==> config.mk <==
export PLATFORM = sky130hd
export DESIGN_NAME = button_debounce_press_classifier
export DESIGN_NICKNAME = d
export VERILOG_FILES = /design/src/bdpc_pkg.sv /design/src/bdpc_fifo.sv /design/src/bdpc_front.sv /design/src/bdpc_back.sv /design/src/button_debounce_press_classifier.sv
export VERILOG_INCLUDE_DIRS = /design/src /design/src/src
export SDC_FILE = /design/constraint.sdc
export NUM_CORES = 1
export LEC_CHECK = 0
export BUFFER_PORTS_ARGS = -buffer_cell sky130_fd_sc_hd__buf_2
export CAP_MARGIN = 15
export CORE_ASPECT_RATIO = 0.75
export CORE_MARGIN = 10
export CORE_UTILIZATION = 57
export CTS_CLUSTER_SIZE = 8
export DETAILED_ROUTE_END_ITERATION = 10
export GPL_TIMING_DRIVEN = 0
export HOLD_SLACK_MARGIN = 0.12
export PLACE_DENSITY_LB_ADDON = 0.25
export SLEW_MARGIN = 15
export SYNTH_ARGS = -nofsm -noshare
export SYNTH_HDL_FRONTEND = slang
export SYNTH_SLANG_ARGS = --single-unit
==> constraint.sdc <==
create_clock -name clk -period 6.07 [get_ports clk]
set_clock_uncertainty 0.05 [all_clocks]
set_input_delay 0.607 -clock clk [delete_from_list [all_inputs] [get_ports clk]]
set_output_delay 0.607 -clock clk [all_outputs]
set_load 0.01 [all_outputs]
==> src/button_debounce_press_classifier_macros.svh <==
// assertion macros for the button debounce and press classifier
// used by the top level only, no other dependencies
`ifndef BUTTON_DEBOUNCE_PRESS_CLASSIFIER_MACROS_SVH
`define BUTTON_DEBOUNCE_PRESS_CLASSIFIER_MACROS_SVH
`ifndef SYNTHESIS
`define BDPC_ASSERT_SAME(label, ante, cons) \
	label: assert property (@(posedge clk) disable iff (!arst_n) (ante) |-> (cons)) \
		else $error("same-cycle check failed");
`define BDPC_ASSERT_NEXT(label, ante, cons) \
	label: assert property (@(posedge clk) disable iff (!arst_n) (ante) |=> (cons)) \
		else $error("next-cycle check failed");
`else
`define BDPC_ASSERT_SAME(label, ante, cons)
`define BDPC_ASSERT_NEXT(label, ante, cons)
`endif
`endif

==> src/bdpc_pkg.sv <==
// shared types, constants and register codes of the press classifier
// no dependencies
package bdpc_pkg;

	localparam int MAX_BUTTONS     = 5;
	localparam int NUM_BUTTONS_DEF = 5;
	localparam int QUEUE_DEPTH_DEF = 2;

	localparam int CODE_W = 16;
	localparam int TIME_W = 32;
	localparam int BTN_W  = 3;
	localparam int CFG_W  = 16;
	localparam int IDX_W  = 3;

	localparam logic [CODE_W-1:0] PIN_CODE_RST [MAX_BUTTONS] = '{
		16'd1, 16'd2, 16'd4, 16'd8, 16'd16
	};
	localparam logic [CFG_W-1:0] DEBOUNCE_RST   = 16'd50;
	localparam logic [CFG_W-1:0] LONG_PRESS_RST = 16'd1500;

	typedef enum logic [IDX_W-1:0] {
		REG_PIN_CODE_A      = 3'd0,
		REG_PIN_CODE_B      = 3'd1,
		REG_PIN_CODE_C      = 3'd2,
		REG_PIN_CODE_D      = 3'd3,
		REG_PIN_CODE_E      = 3'd4,
		REG_DEBOUNCE_WINDOW = 3'd5,
		REG_LONG_PRESS      = 3'd6,
		REG_EVENTS_ENABLED  = 3'd7
	} reg_idx_t;

	typedef struct packed {
		logic [MAX_BUTTONS-1:0][CODE_W-1:0] pin_code;
		logic [CFG_W-1:0]                   debounce_window_ms;
		logic [CFG_W-1:0]                   long_press_ms;
		logic                               events_enabled;
	} cfg_t;

	// classified event between front and back
	typedef struct packed {
		logic [BTN_W-1:0]  btn;
		logic [TIME_W-1:0] time_ms;
	} evt_t;

	typedef struct packed {
		logic [BTN_W-1:0] button_number;
		logic             is_long_press;
	} res_t;

endpackage

==> src/bdpc_fifo.sv <==
// small register queue, used between front and back and for results
// depends on nothing but its parameters
module bdpc_fifo #(
	parameter int WIDTH = 8,
	parameter int DEPTH = 2
) (
	input  logic             clk,
	input  logic             arst_n,
	input  logic             push,
	input  logic [WIDTH-1:0] wdata,
	output logic             full,
	input  logic             pop,
	output logic [WIDTH-1:0] rdata,
	output logic             empty
);
	localparam int PTR_W = (DEPTH > 1) ? $clog2(DEPTH) : 1;
	localparam int CNT_W = $clog2(DEPTH + 1);

	logic [WIDTH-1:0] data_q [DEPTH];
	logic [PTR_W-1:0] wr_ptr_q;
	logic [PTR_W-1:0] rd_ptr_q;
	logic [CNT_W-1:0] count_q;
	logic             do_push;
	logic             do_pop;

	assign full    = (count_q == CNT_W'(DEPTH));
	assign empty   = (count_q == '0);
	assign do_push = push && !full;
	assign do_pop  = pop && !empty;
	assign rdata   = data_q[rd_ptr_q];

	always_ff @(posedge clk or negedge arst_n) begin
		if (!arst_n) begin
			wr_ptr_q <= '0;
			rd_ptr_q <= '0;
			count_q  <= '0;
		end else begin
			if (do_push) begin
				wr_ptr_q <= (wr_ptr_q == PTR_W'(DEPTH - 1)) ? '0 : wr_ptr_q + 1'b1;
			end
			if (do_pop) begin
				rd_ptr_q <= (rd_ptr_q == PTR_W'(DEPTH - 1)) ? '0 : rd_ptr_q + 1'b1;
			end
			if (do_push && !do_pop) begin
				count_q <= count_q + 1'b1;
			end else if (do_pop && !do_push) begin
				count_q <= count_q - 1'b1;
			end
		end
	end

	always_ff @(posedge clk) begin
		if (do_push) begin
			data_q[wr_ptr_q] <= wdata;
		end
	end

endmodule

==> src/bdpc_front.sv <==
// front end: matches the pin code to a button and drops unmatched events
// and all events while disabled; depends on bdpc_pkg
module bdpc_front #(
	parameter int NUM_BUTTONS = bdpc_pkg::NUM_BUTTONS_DEF
) (
	input  logic                        accept,
	input  logic [bdpc_pkg::CODE_W-1:0] pin_code,
	input  logic [bdpc_pkg::TIME_W-1:0] event_time_ms,
	input  bdpc_pkg::cfg_t              cfg,
	output logic                        evt_push,
	output bdpc_pkg::evt_t              evt
);
	import bdpc_pkg::*;

	logic             found;
	logic [BTN_W-1:0] btn;

	// lowest-numbered match wins when codes repeat
	always_comb begin
		found = 1'b0;
		btn   = '0;
		for (int k = 0; k < NUM_BUTTONS; k++) begin
			if (!found && cfg.pin_code[k] == pin_code) begin
				found = 1'b1;
				btn   = BTN_W'(k);
			end
		end
	end

	assign evt_push    = accept && found && cfg.events_enabled;
	assign evt.btn     = btn;
	assign evt.time_ms = event_time_ms;

endmodule

==> src/bdpc_back.sv <==
// back end: debounce, held-flag toggle and long-press decision per button
// depends on bdpc_pkg
module bdpc_back #(
	parameter int NUM_BUTTONS = bdpc_pkg::NUM_BUTTONS_DEF
) (
	input  logic           clk,
	input  logic           arst_n,
	input  logic           evt_empty,
	input  bdpc_pkg::evt_t evt,
	output logic           evt_pop,
	input  bdpc_pkg::cfg_t cfg,
	input  logic           res_full,
	output logic           res_push,
	output bdpc_pkg::res_t res
);
	import bdpc_pkg::*;

	logic [TIME_W-1:0] last_q  [NUM_BUTTONS];
	logic [TIME_W-1:0] begin_q [NUM_BUTTONS];
	logic              held_q  [NUM_BUTTONS];

	logic [TIME_W-1:0] last_sel;
	logic [TIME_W-1:0] begin_sel;
	logic              held_sel;
	logic [TIME_W-1:0] since_last;
	logic [TIME_W-1:0] held_for;
	logic              fire;
	logic              passed;

	always_comb begin
		last_sel  = '0;
		begin_sel = '0;
		held_sel  = 1'b0;
		for (int k = 0; k < NUM_BUTTONS; k++) begin
			if (evt.btn == BTN_W'(k)) begin
				last_sel  = last_q[k];
				begin_sel = begin_q[k];
				held_sel  = held_q[k];
			end
		end
	end

	// differences wrap modulo 2^32
	assign since_last = evt.time_ms - last_sel;
	assign held_for   = evt.time_ms - begin_sel;
	assign passed     = (since_last >= TIME_W'(cfg.debounce_window_ms));

	assign fire     = !evt_empty && !res_full;
	assign evt_pop  = fire;
	assign res_push = fire && passed && held_sel;

	assign res.button_number = evt.btn;
	assign res.is_long_press = (held_for > TIME_W'(cfg.long_press_ms));

	always_ff @(posedge clk or negedge arst_n) begin
		if (!arst_n) begin
			for (int k = 0; k < NUM_BUTTONS; k++) begin
				last_q[k]  <= '0;
				begin_q[k] <= '0;
				held_q[k]  <= 1'b0;
			end
		end else if (fire && passed) begin
			for (int k = 0; k < NUM_BUTTONS; k++) begin
				if (evt.btn == BTN_W'(k)) begin
					last_q[k] <= evt.time_ms;
					held_q[k] <= !held_q[k];
					if (!held_q[k]) begin
						begin_q[k] <= evt.time_ms;
					end
				end
			end
		end
	end

endmodule

==> src/button_debounce_press_classifier.sv <==
// button debounce and press classifier, top level: config registers, front, back, queues
// a release passes the event queue and then the result queue on its way to the result ports
// throughput: one event per cycle while the result queue has room
// results queue two deep; a stalled consumer backs up the event queue, then full rises
// reset: asynchronous, all buttons released, times zero, config at reset values
// depends on bdpc_pkg, bdpc_fifo, bdpc_front, bdpc_back and the macros header
module button_debounce_press_classifier #(
	parameter int NUM_BUTTONS = bdpc_pkg::NUM_BUTTONS_DEF,
	parameter int QUEUE_DEPTH = bdpc_pkg::QUEUE_DEPTH_DEF
) (
	input  logic                        clk,
	input  logic                        arst_n,
	// event side
	input  logic                        push,
	output logic                        full,
	input  logic [bdpc_pkg::CODE_W-1:0] pin_code,
	input  logic [bdpc_pkg::TIME_W-1:0] event_time_ms,
	// result side
	output logic                        empty,
	input  logic                        pop,
	output logic [bdpc_pkg::BTN_W-1:0]  button_number,
	output logic                        is_long_press,
	// configuration writes
	input  logic                        cfg_write,
	input  logic [bdpc_pkg::IDX_W-1:0]  cfg_index,
	input  logic [bdpc_pkg::CFG_W-1:0]  cfg_data
);
	import bdpc_pkg::*;

	`include "button_debounce_press_classifier_macros.svh"

	cfg_t cfg_q;

	// event queue between front and back
	logic evt_push;
	evt_t evt_in;
	logic evt_full;
	logic evt_pop;
	evt_t evt_out;
	logic evt_empty;

	// result queue towards the consumer
	logic res_push;
	res_t res_in;
	logic res_full;
	res_t res_out;

	// configuration registers: the user must write them only while the block is idle; the block does not enforce it
	always_ff @(posedge clk or negedge arst_n) begin
		if (!arst_n) begin
			for (int k = 0; k < MAX_BUTTONS; k++) begin
				cfg_q.pin_code[k] <= PIN_CODE_RST[k];
			end
			cfg_q.debounce_window_ms <= DEBOUNCE_RST;
			cfg_q.long_press_ms      <= LONG_PRESS_RST;
			cfg_q.events_enabled     <= 1'b0;
		end else if (cfg_write) begin
			unique case (reg_idx_t'(cfg_index))
				REG_PIN_CODE_A:      cfg_q.pin_code[0] <= cfg_data;
				REG_PIN_CODE_B:      cfg_q.pin_code[1] <= cfg_data;
				REG_PIN_CODE_C:      cfg_q.pin_code[2] <= cfg_data;
				REG_PIN_CODE_D:      cfg_q.pin_code[3] <= cfg_data;
				REG_PIN_CODE_E:      cfg_q.pin_code[4] <= cfg_data;
				REG_DEBOUNCE_WINDOW: cfg_q.debounce_window_ms <= cfg_data;
				REG_LONG_PRESS:      cfg_q.long_press_ms <= cfg_data;
				REG_EVENTS_ENABLED:  cfg_q.events_enabled <= cfg_data[0];
				default: begin
				end
			endcase
		end
	end

	// a transaction is taken whenever the event queue has room; unmatched events vanish here
	assign full = evt_full;

	bdpc_front #(
		.NUM_BUTTONS (NUM_BUTTONS)
	) u_front (
		.accept        (push && !evt_full),
		.pin_code      (pin_code),
		.event_time_ms (event_time_ms),
		.cfg           (cfg_q),
		.evt_push      (evt_push),
		.evt           (evt_in)
	);

	bdpc_fifo #(
		.WIDTH ($bits(evt_t)),
		.DEPTH (QUEUE_DEPTH)
	) u_evt_queue (
		.clk    (clk),
		.arst_n (arst_n),
		.push   (evt_push),
		.wdata  (evt_in),
		.full   (evt_full),
		.pop    (evt_pop),
		.rdata  (evt_out),
		.empty  (evt_empty)
	);

	// back end takes one event a cycle as long as the result queue has room
	bdpc_back #(
		.NUM_BUTTONS (NUM_BUTTONS)
	) u_back (
		.clk       (clk),
		.arst_n    (arst_n),
		.evt_empty (evt_empty),
		.evt       (evt_out),
		.evt_pop   (evt_pop),
		.cfg       (cfg_q),
		.res_full  (res_full),
		.res_push  (res_push),
		.res       (res_in)
	);

	bdpc_fifo #(
		.WIDTH ($bits(res_t)),
		.DEPTH (QUEUE_DEPTH)
	) u_res_queue (
		.clk    (clk),
		.arst_n (arst_n),
		.push   (res_push),
		.wdata  (res_in),
		.full   (res_full),
		.pop    (pop),
		.rdata  (res_out),
		.empty  (empty)
	);

	assign button_number = res_out.button_number;
	assign is_long_press = res_out.is_long_press;

	// back end never overfills the result queue
	`BDPC_ASSERT_SAME(a_res_no_overflow, res_push, !res_full)
	// back end only consumes a queued event
	`BDPC_ASSERT_SAME(a_evt_pop_valid, evt_pop, !evt_empty)
	// with both queues drained no result can appear in the next cycle
	`BDPC_ASSERT_NEXT(a_no_invented_result, evt_empty && empty, empty)

endmodule

Yosys cells after proc, flatten, opt, wreduce, memory -nomap -nowiden
Memories as Yosys holds them, arrays and structs flattened.
Index checks and enable logic that the tools add are counted.
- register bits: 446
- RAM bits: 78
- output and inout port bits: 6
- logic and storage cells: 161
- memories: 2
- memories (memory ; words ; bits a word ; rd ports ; clocked after memory_dff ; write ports ; line ; text):
    u_evt_queue.data_q ; 2 ; 35 ; 1 ; 0 ; 1 ; bdpc_fifo.sv:19 ; logic [WIDTH-1:0] data_q [DEPTH];
    u_res_queue.data_q ; 2 ; 4 ; 1 ; 0 ; 1 ; bdpc_fifo.sv:19 ;
- $add $sub $neg: 10
- order comparisons: 2
- equality and inequality tests: 18
- muxes and demuxes: 36
- bitwise logic cells: 5
- reductions and logical operators: 59
- operator list (cell ; number):
    $mux W32 ; 10
    $eq A16 B16 Y1 ; 5
    $sub A32 B32 Y32 ; 2
    $ge A32 B16 Y1 ; 1
    $gt A32 B16 Y1 ; 1
    $reduce_and A2 Y1 ; 13
    $mux W1 ; 19
    $logic_and A1 B1 Y1 ; 18
    $logic_not A1 Y1 ; 17
    $eq A3 B3 Y1 const B ; 5
    $reduce_and A3 Y1 ; 5
    $eq A3 B2 Y1 const B ; 4
    $mux W2 ; 6
    $eq A3 B1 Y1 const B ; 2
    $logic_not A3 Y1 ; 2
    $not A1 Y1 ; 5
    $add A1 B1 Y1 const B ; 4
    $add A2 B1 Y2 const B ; 2
    $eq A2 B2 Y1 const B ; 2
    $logic_not A2 Y1 ; 2
    $reduce_bool A2 Y1 ; 2
    $sub A2 B1 Y2 const B ; 2
    $mux W3 ; 1

Longest topological paths before layout
Gate-level depths: netlist (run 1).
- word-level depth: 21
- gate-level depth with buffers: 33

Modules after synthesis
A second synthesis (run 1) with hierarchy kept.
- cell total of the unflattened synthesis: 2343
- area, all modules: 28355.9 um^2
- modules (own cells, without submodules) (module ; times used ; cells each ; area an instance (um^2) ; seq. area each (um^2)):
    bdpc_back ; 1 ; 1774 ; 19318.5 ; 8132.8
    button_debounce_press_classifier ; 1 ; 249 ; 4390.5 ; 2846.5
    bdpc_fifo at u_evt_queue ; 1 ; 128 ; 2872.8 ; 2202.1
    bdpc_front ; 1 ; 161 ; 1292.5 ; 0.0
    bdpc_fifo at u_res_queue ; 1 ; 31 ; 481.7 ; 340.3

Worst setup path after synthesis (run 1)
Ideal clock, no wire load.
- kind: flip-flop to flip-flop
- from: register u_evt_queue.rd_ptr_q
- to: register u_back.begin_q[66] in the netlist's numbering
- arrival time: 6.225 ns
- data required time: 5.892 ns
- setup slack: -0.332 ns
- cell stages (with the launch flop): 29
- buffers on the path: 7
- clock period less this slack: 6.402 ns
- cells stage by stage: dfrtp_1 -> buf_2 -> mux2i_2 -> clkbuf_1 -> buf_1 -> mux2i_1 -> o21ai_0 -> a222oi_1 -> ha_1 -> buf_2 -> a21o_1 -> nor3_1 -> o31ai_1 -> xor2_1 -> ha_1 -> a21oi_1 -> o21ai_0 -> a2111oi_0 -> a21oi_1 -> nor4_1 -> nand4_1 -> nor4_2 -> nand4_4 -> o21a_1 -> buf_2 -> nand2b_1 -> buf_2 -> buf_4 -> mux2_1
- longest elaborated chain between the ends: 11
- elaborated cells between the ends (all ways): 15
- those cells by class: add/sub (1); order compare (1); eq/ne (4); mux (5); reduce/logical (3); memory (1)
- RTL lines (element ; line ; text):
    from (decl) ; bdpc_fifo.sv:21 ; logic [PTR_W-1:0] rd_ptr_q;
    from (signal assigned) ; bdpc_fifo.sv:42 ; rd_ptr_q <= (rd_ptr_q == PTR_W'(DEPTH - 1)) ? '0 : rd_ptr_q + 1'b1;
    $mem_v2 Z2 W35 (*) ; -- ;
    $logic_not A3 Y1 ; bdpc_back.sv:35 ; if (evt.btn == BTN_W'(k)) begin
    $mux W32 (5 in series) ; bdpc_back.sv:35 ;
    $sub A32 B32 Y32 ; bdpc_back.sv:44 ; assign since_last = evt.time_ms - last_sel;
    $ge A32 B16 Y1 ; bdpc_back.sv:46 ; assign passed = (since_last >= TIME_W'(cfg.debounce_window_ms));
    $logic_and A1 B1 Y1 ; bdpc_back.sv:62 ; end else if (fire && passed) begin
    $reduce_and A3 Y1 (no source line) ; -- ;
    to (signal, indexed assignment) ; bdpc_back.sv:68 ; begin_q[k] <= evt.time_ms;
    to (decl) ; bdpc_back.sv:19 ; logic [TIME_W-1:0] begin_q [NUM_BUTTONS];
Mark *: on every way between the ends. The rest lies on a longest branch, timed or not.
A chain may end at the register's enable or synchronous reset.

Final worst setup path (run 1)
- from: register u_evt_queue.rd_ptr_q
- to: register u_back.begin_q[14] in the netlist's numbering
The elaborated chain is that of the path after synthesis.

==> impl_metrics.csv, run 1 <==
group,metric,value,unit
placed_design,io_buffers,58,
yosys,synth_cell_types,77,
clocking,clockBufferDepth,3,
yosys,yosysTopAreaCell,"dfrtp_1",
sta,hold_viol,0,
sta,timing.final.crit_period,6.76,ns
pwr,p_per_area,537,nW/um2
setup_path,crit_start,"u_evt_queue.rd_ptr_q",
sta,rsz0062_at_grt,"yes",
yosys,synth_nets,2384,
sta,min_period_over_period,1.11,
routing,routed_via_density,6.45,
routing,drc_errors,0,
yosys,synth_edf_count,78,
hold_path,hold_path.class,"in -> reg",
flow_run,cap_violations,0,
sta,fin_setup_tns,-192.04,ns
clocking,cts_max_level,3,
yosys,ys_ff_latch,524,
setup_path,rrSetupSlack,-0.69,ns
clocking,path_clk_slew,0.06,ns
yosys,yosysSeqAreaShare,0.500,
floorplanning,core_area,47100,um2
clocking,clock_sinks,524,
floorplanning,initial_utilization,0.574,
run_status,failed_checks,"negative setup slack",
setup_path,worstSetupEndpointType,"flop",
yosys,synth_top_area_share,0.399,
floorplanning,die_width,272,um
setup_path,worst_ep_arrival_time,7.22,ns
placed_design,dp_cells,2918,
layout,drive_above_1_share,0.357,
yosys,synthArstFlopShare,0.851,
yosys,synth_area_leaders,"dfrtp_1 (40%), mux2_2 (16%), edfxtp_1 (8.7%), ha_1 (4.4%), xnor2_1 (2.9%)",
placed_design,place_area,28300,um2
sta,fmax,148,MHz
floorplanning,die_area,56700,um2
routing,first_pass_iters,7,
routing,drt_iter0_drc,2911,
sta,hold_ws,0.135,ns
pwr,p_seq_frac,0.271,
routing,routedWlPerCell,28.4,um
clocking,cts_root_buf,"clkbuf_16",
global_route,antenna_found_initial,3,
layout,fin_cells,3194,
setup_path,crit_required,6.53,ns
layout,area_growth,25.8,%
pwr,switchingPower,7.32,mW
global_route,grt_max_degree,109,
yosys,synth_cells,2214,
sta,final-max-slew-violation-count,0,
yosys,ys_warn_count,0,
hold_path,hold_start,"event_time_ms[1]",
pwr,p_int,10.9,mW
pwr,p_leak,15.7,nW
clocking,clk_latency,0.64,ns
floorplanning,rows,69,
sta,layout_setup_ws,-0.691,ns
setup_path,cp-start-kind,"flop",
layout,fill_cells,3107,
pwr,ir_drop,0.368,mV
yosys,synth_area,27100,um2
routing,wirelength,90700,um
pwr,total_power,18.3,mW
placed_design,dp_hpwl,58800,um
pwr,p_comb_frac,0.514,
yosys,syn_area_per_cell,12.2,um2
routing,via_count,20597,
setup_path,worstSetupPathType,"reg -> reg",
run_status,status,"complete, but fails checks",
layout,layout.nets,2675,
setup_path,regToRegStartpoint,"u_evt_queue.rd_ptr_q",
sta,relSlewSlack,0.0754,
sta,tightest_slew,1.39,ns
routing,ant_nets,0,
clocking,cts_tree,"done",
setup_path,crit_fanout,10,
pwr,clkPwrFrac,0.215,
layout,final_area,34000,um2
sta,finalSetupViolCount,338,
global_route,grt_overflow_total,0,
global_route,grt_pass1_vias,19965,
floorplanning,ios,78,
floorplanning,dieHeight,209,um
placed_design,place.gp.congestion,0.993,
clocking,cts_buffers,75,
global_route,grt.total_usage,0.292,
global_route,grt_pass1_wl,126000,um
yosys,synth_ff_type,"dfrtp_1",
pwr,p_sw_frac,0.401,
## layer usage
metal,GRT usage,part of all wire
met4,0.0748,0.026
met1,0.442,0.44
met3,0.0879,0.12
met5,0,0
met2,0.398,0.41
## final cells by class
type / instances / area [um2] / area share
inverter: 58 / 228 / 0.00669
buffer: 143 / 1240 / 0.0364
clock inverter: 8 / 170 / 0.00500
sequential: 524 / 13500 / 0.397
timing repair buffer: 219 / 2330 / 0.0684
multi-input combinational: 1484 / 13700 / 0.403
tap: 639 / 800 / 0.0235
clock buffer: 118 / 2040 / 0.0599
antenna: 1 / 2.50 / 0.0000735
## sequential cells by signal, indices dropped and copies added, names as in the netlist
signal	count
cfg_q	113
u_back.last_q	160
u_res_queue.rd_ptr_q	1
u_res_queue.data_q	8
u_evt_queue.rd_ptr_q	1
u_res_queue.wr_ptr_q	1
u_back.held_q	5
u_back.begin_q	160
u_evt_queue.wr_ptr_q	1
u_evt_queue.data_q	70
u_evt_queue.count_q	2
u_res_queue.count_q	2
## per-stage QoR
stage,setup slack (ns),util
CTS,-0.510,0.685
global route,-0.759,0.722
detailed placement,-2.80,0.601
floorplan,0.0484,-
global placement,-4.31,0.597
finish,-0.691,0.722
## cells in the final DEF, fill, tap and decap left out, types with 27 or more instances in the layout
cell	instances
a21o_1	27
a21oi_1	78
a222oi_1	58
buf_12	40
buf_2	58
buf_4	66
buf_6	33
clkbuf_1	122
clkbuf_16	96
dfrtp_1	431
dlygate4sd3_1	28
edfxtp_1	78
ha_1	90
inv_1	54
mux2_2	305
mux2_4	152
mux2i_1	69
nand2_1	110
nand4_1	31
nor2_1	54
o21ai_0	92
xnor2_1	87
xor2_1	47
## worst paths after layout
| check | cells after the start | to |
|---|---|---|
| max | 23 | u_back.begin_q[14] |
| max in group asynchronous | 4 | u_back.begin_q[120] |
| min | 1 | u_evt_queue.data_q[1][1] |
| min in group asynchronous | 2 | cfg_q[89] |
| max reg2reg | 23 | u_back.begin_q[14] |
| min reg2reg | 1 | u_evt_queue.count_q[1] |
## kinds of logic after synthesis
group	share of synthesized area
compound gates	0.0938
xor+xnor	0.0444
fa+ha+maj	0.0459
buf+inv	0.0312
flops	0.500
mux	0.223
simple gates	0.0620
## power by group through the flow
| stage | Clock (mW) | Sequential, mW | Combinational [mW] |
|---|---|---|---|
| 6_report | 3.93 | 4.95 | 9.39 |
| 5_1_grt | 4.13 | 5.03 | 10.0 |
| 4_1_cts | 3.94 | 4.89 | 8.28 |
| 3_5_place_dp | 0 | 4.94 | 7.42 |
| 3_3_place_gp | 0 | 4.88 | 7.26 |
| 2_1_floorplan | 0 | 4.79 | 5.38 |
## synthesized netlist by cell type (4+ instances only)
library cell and number:
o22ai_1 5, o21ai_0 113, ha_1 96, mux2_4 30, o211ai_1 8, nand2b_1 17
nor4_1 18, a31oi_1 5, nor2b_1 10, a21oi_1 92, a222oi_1 58, nor2_1 61
xnor2_1 89, and2_1 7, nand2_1 121, and3_1 7, nand4_1 31, clkbuf_1 103
o21a_1 12, a21o_1 28, nand3_1 14, or3_1 7, xor2_1 48, nor3_1 15
o221ai_1 5, buf_2 30, buf_1 9, dfstp_2 15, o21bai_1 11, dfrtp_1 431
a211oi_1 8, o31ai_1 4, mux2_1 36, inv_1 57, mux2i_1 72, edfxtp_1 78
mux2_2 391
## critical path: stages (launching register included)
cell and delay [ns]:
dfrtp_1 0.35, buf_6 0.16, buf_12 0.16, mux2i_4 0.27, buf_8 0.16, buf_4 0.16
clkbuf_2 0.31, o21ai_0 0.15, a222oi_1 0.53, ha_1 0.24, clkbuf_1 0.40, nand4_1 0.18
or2_1 0.32, a221o_1 0.27, o21ai_1 0.43, a31oi_1 0.19, mux2i_1 0.18, nor4_1 0.65
nand4_4 0.29, nor2_4 0.30, or4_4 0.20, buf_12 0.18, clkbuf_16 0.19, mux2_4 0.30
## repair_timing
| action | CTS | global route |
|---|---|---|
| pin swaps | 45 | 41 |
| buffers inserted | 60 | 44 |
| cloned | 3 | 21 |
| setup endpoints to repair | 338 | 338 |
| hold endpoints to repair | 95 | 0 |
| hold buffers | 28 | 0 |
| gates resized for setup | 234 | 270 |
(Power assumes the default switching activity.)
==> inputs of run 2 (changes only) <==
Settings changed: GPL_TIMING_DRIVEN 0 to unset, TNS_END_PERCENT set to 5.
==> impl_metrics.csv, run 2 (synthesized netlist as in run 1, its figures left out) <==
group,metric,value,unit
pwr,p_comb_frac,0.494,
clocking,path_clk_slew,0.05,ns
pwr,switchingPower,6.62,mW
routing,wirelength,76500,um
clocking,cts_tree,"done",
routing,routedWlPerCell,24.4,um
layout,final_cell_mix,"dfrtp_1 (430), mux2_2 (391), buf_4 (162)",
setup_path,worstSetupEndpointType,"flop",
layout,final_common_cell,"dfrtp_1",
clocking,cts_max_level,3,
routing,via_count,19231,
layout,fill_cells,3378,
global_route,grt_max_degree,146,
pwr,clkPwrFrac,0.223,
placed_design,io_buffers,77,
run_status,status,"complete, but fails checks",
hold_path,hold_path.class,"in -> reg",
sta,tightest_slew,1.12,ns
routing,top_layer,"met4",
layout,reg.largest.list,"u_back.begin_q: 160 flops, u_back.last_q: 160 flops, cfg_q: 113 flops",
setup_path,crit_fanout,7,
sta,layout_setup_ws,-0.198,ns
sta,fmax,160,MHz
routing,routed_via_density,6.13,
pwr,total_power,17.4,mW
setup_path,max_stage_delay,0.55,ns
sta,hold_viol,0,
sta,timing.final.crit_period,6.27,ns
clocking,clk_latency,0.63,ns
routing,drt_iter0_drc,1967,
sta,rsz0062_at_grt,"yes",
setup_path,cp-start-kind,"flop",
routing,met2_length,32700,um
layout,area_growth,19.5,%
floorplanning,die_width,272,um
floorplanning,initial_utilization,0.574,
layout,final_util,0.686,
pwr,p_leak,14.9,nW
layout,drive_above_1_share,0.350,
pwr,p_int,10.8,mW
setup_path,worstSetupPathType,"reg -> reg",
routing,wl_met1,35700,um
clocking,cts_buffers,75,
setup_path,worst_ep_arrival_time,6.58,ns
layout,layout.nets,2619,
pwr,p_sw_frac,0.381,
run_status,failed_checks,"negative setup slack",
global_route,grt.total_usage,0.267,
placed_design,place.gp.congestion,0.948,
routing,first_pass_iters,6,
sta,min_period_over_period,1.03,
sta,final-max-slew-violation-count,0,
floorplanning,ios,78,
global_route,antenna_found_initial,2,
sta,hold_ws,0.143,ns
clocking,clock_sinks,524,
setup_path,crit_required,6.39,ns
floorplanning,dieHeight,209,um
sta,finalSetupViolCount,284,
floorplanning,core_area,47100,um2
floorplanning,die_area,56700,um2
routing,ant_nets,0,
setup_path,crit_path_top_delay_cell,"or4_4",
clocking,clockBufferDepth,3,
routing,wl_met3,6810,um
clocking,cts_root_buf,"clkbuf_16",
pwr,ir_drop,0.318,mV
routing,drc_errors,0,
global_route,grt_pass1_vias,19740,
flow_run,cap_violations,0,
pwr,p_per_area,538,nW/um2
global_route,grt_pass1_wl,118000,um
sta,relSlewSlack,0.252,
floorplanning,rows,69,
placed_design,dp_hpwl,53100,um
global_route,grt_overflow_total,0,
pwr,p_seq_frac,0.283,
==> run 2: changes by cell type in the layout (fill, tap and decap cells not counted), moves of 7 or more <==
cell / previous run / this run
buf_2: 58 / 76
buf_8: 15 / 4
buf_12: 40 / 24
mux2_1: 0 / 36
nand2_1: 110 / 119
mux2_4: 152 / 30
mux2_2: 305 / 391
clkbuf_16: 96 / 76
buf_6: 33 / 13
clkbuf_1: 122 / 42
o21ai_0: 92 / 103
buf_4: 66 / 162
clkbuf_4: 7 / 0
==> run 2: stage by stage <==
| stage | setup TNS [ns] | setup slack [ns] | area (um2) | instances |
|---|---|---|---|---|
| finish | -24.07 | -0.198 | 32300 | 3137 |
| global route | -95.94 | -0.413 | 32300 | 3136 |
| CTS | -24.52 | -0.147 | 32100 | 3129 |
| detailed placement | -115.61 | -0.644 | 29400 | 2964 |
| global placement | -62.50 | -0.637 | 29400 | 2964 |
| floorplan | 0 | 0.0484 | 27100 | 2214 |
==> run 2: timing repair <==
| action | in CTS | in global routing |
|---|---|---|
| cloned | 1 | 1 |
| setup endpoints to repair | 338 | 338 |
| hold buffers | 25 | 0 |
| resized for setup | 45 | 44 |
| hold endpoints to repair | 129 | 0 |
| pin swaps | 20 | 20 |
| buffers inserted | 14 | 6 |
==> run 2: power by group through the flow <==
stage                     combinational [mW]  sequential (mW)  clock, mW
after global routing                    9.39             5.00       4.10
after global placement                  7.85             4.88          0
after CTS                               8.28             4.90       3.93
after floorplan                         5.38             4.79          0
final                                   8.58             4.92       3.88
after detailed placement                8.02             4.94          0
==> run 2: worst paths after layout <==
check | from | end | slack, ns | cells past startpoint
worst max-delay path | u_evt_queue.rd_ptr_q | u_res_queue.data_q[0][0] | -0.20 | 28
max in group asynchronous | arst_n | u_back.last_q[122] | 4.07 | 3
min in group asynchronous | arst_n | cfg_q[86] | 0.53 | 2
worst max register to register | u_evt_queue.rd_ptr_q | u_res_queue.data_q[0][0] | -0.20 | 28
worst min register to register | u_back.begin_q[63] | u_back.begin_q[63] | 0.44 | 2
worst min-delay path | event_time_ms[30] | u_evt_queue.data_q[0][30] | 0.14 | 1
==> run 2: layout make-up <==
type	count	area, um2	area share
sequential	524	13500	0.418
timing repair buffer	306	2590	0.0802
clock inverter	7	110	0.00341
inverter	58	220	0.00681
antenna	1	2.50	0.0000774
multi-input combinational	1484	13000	0.403
tap	639	800	0.0247
clock buffer	118	2050	0.0634
==> run 2: per-layer routing <==
layer,up-vias,GRT usage
met5,-,0
met4,0,0.0620
met3,96,0.0800
met2,682,0.382
met1,9849,0.391
li1,8604,-
==> run 2: critical path: cells and delay by family, from the launching register on <==
family          cells  cell delay [ns]
fa+ha+maj           2             0.61
buf+inv             5             0.69
mux                 2             0.62
compound gates     12             2.03
flops               1             0.45
simple gates        6             1.36
xor+xnor            1             0.17
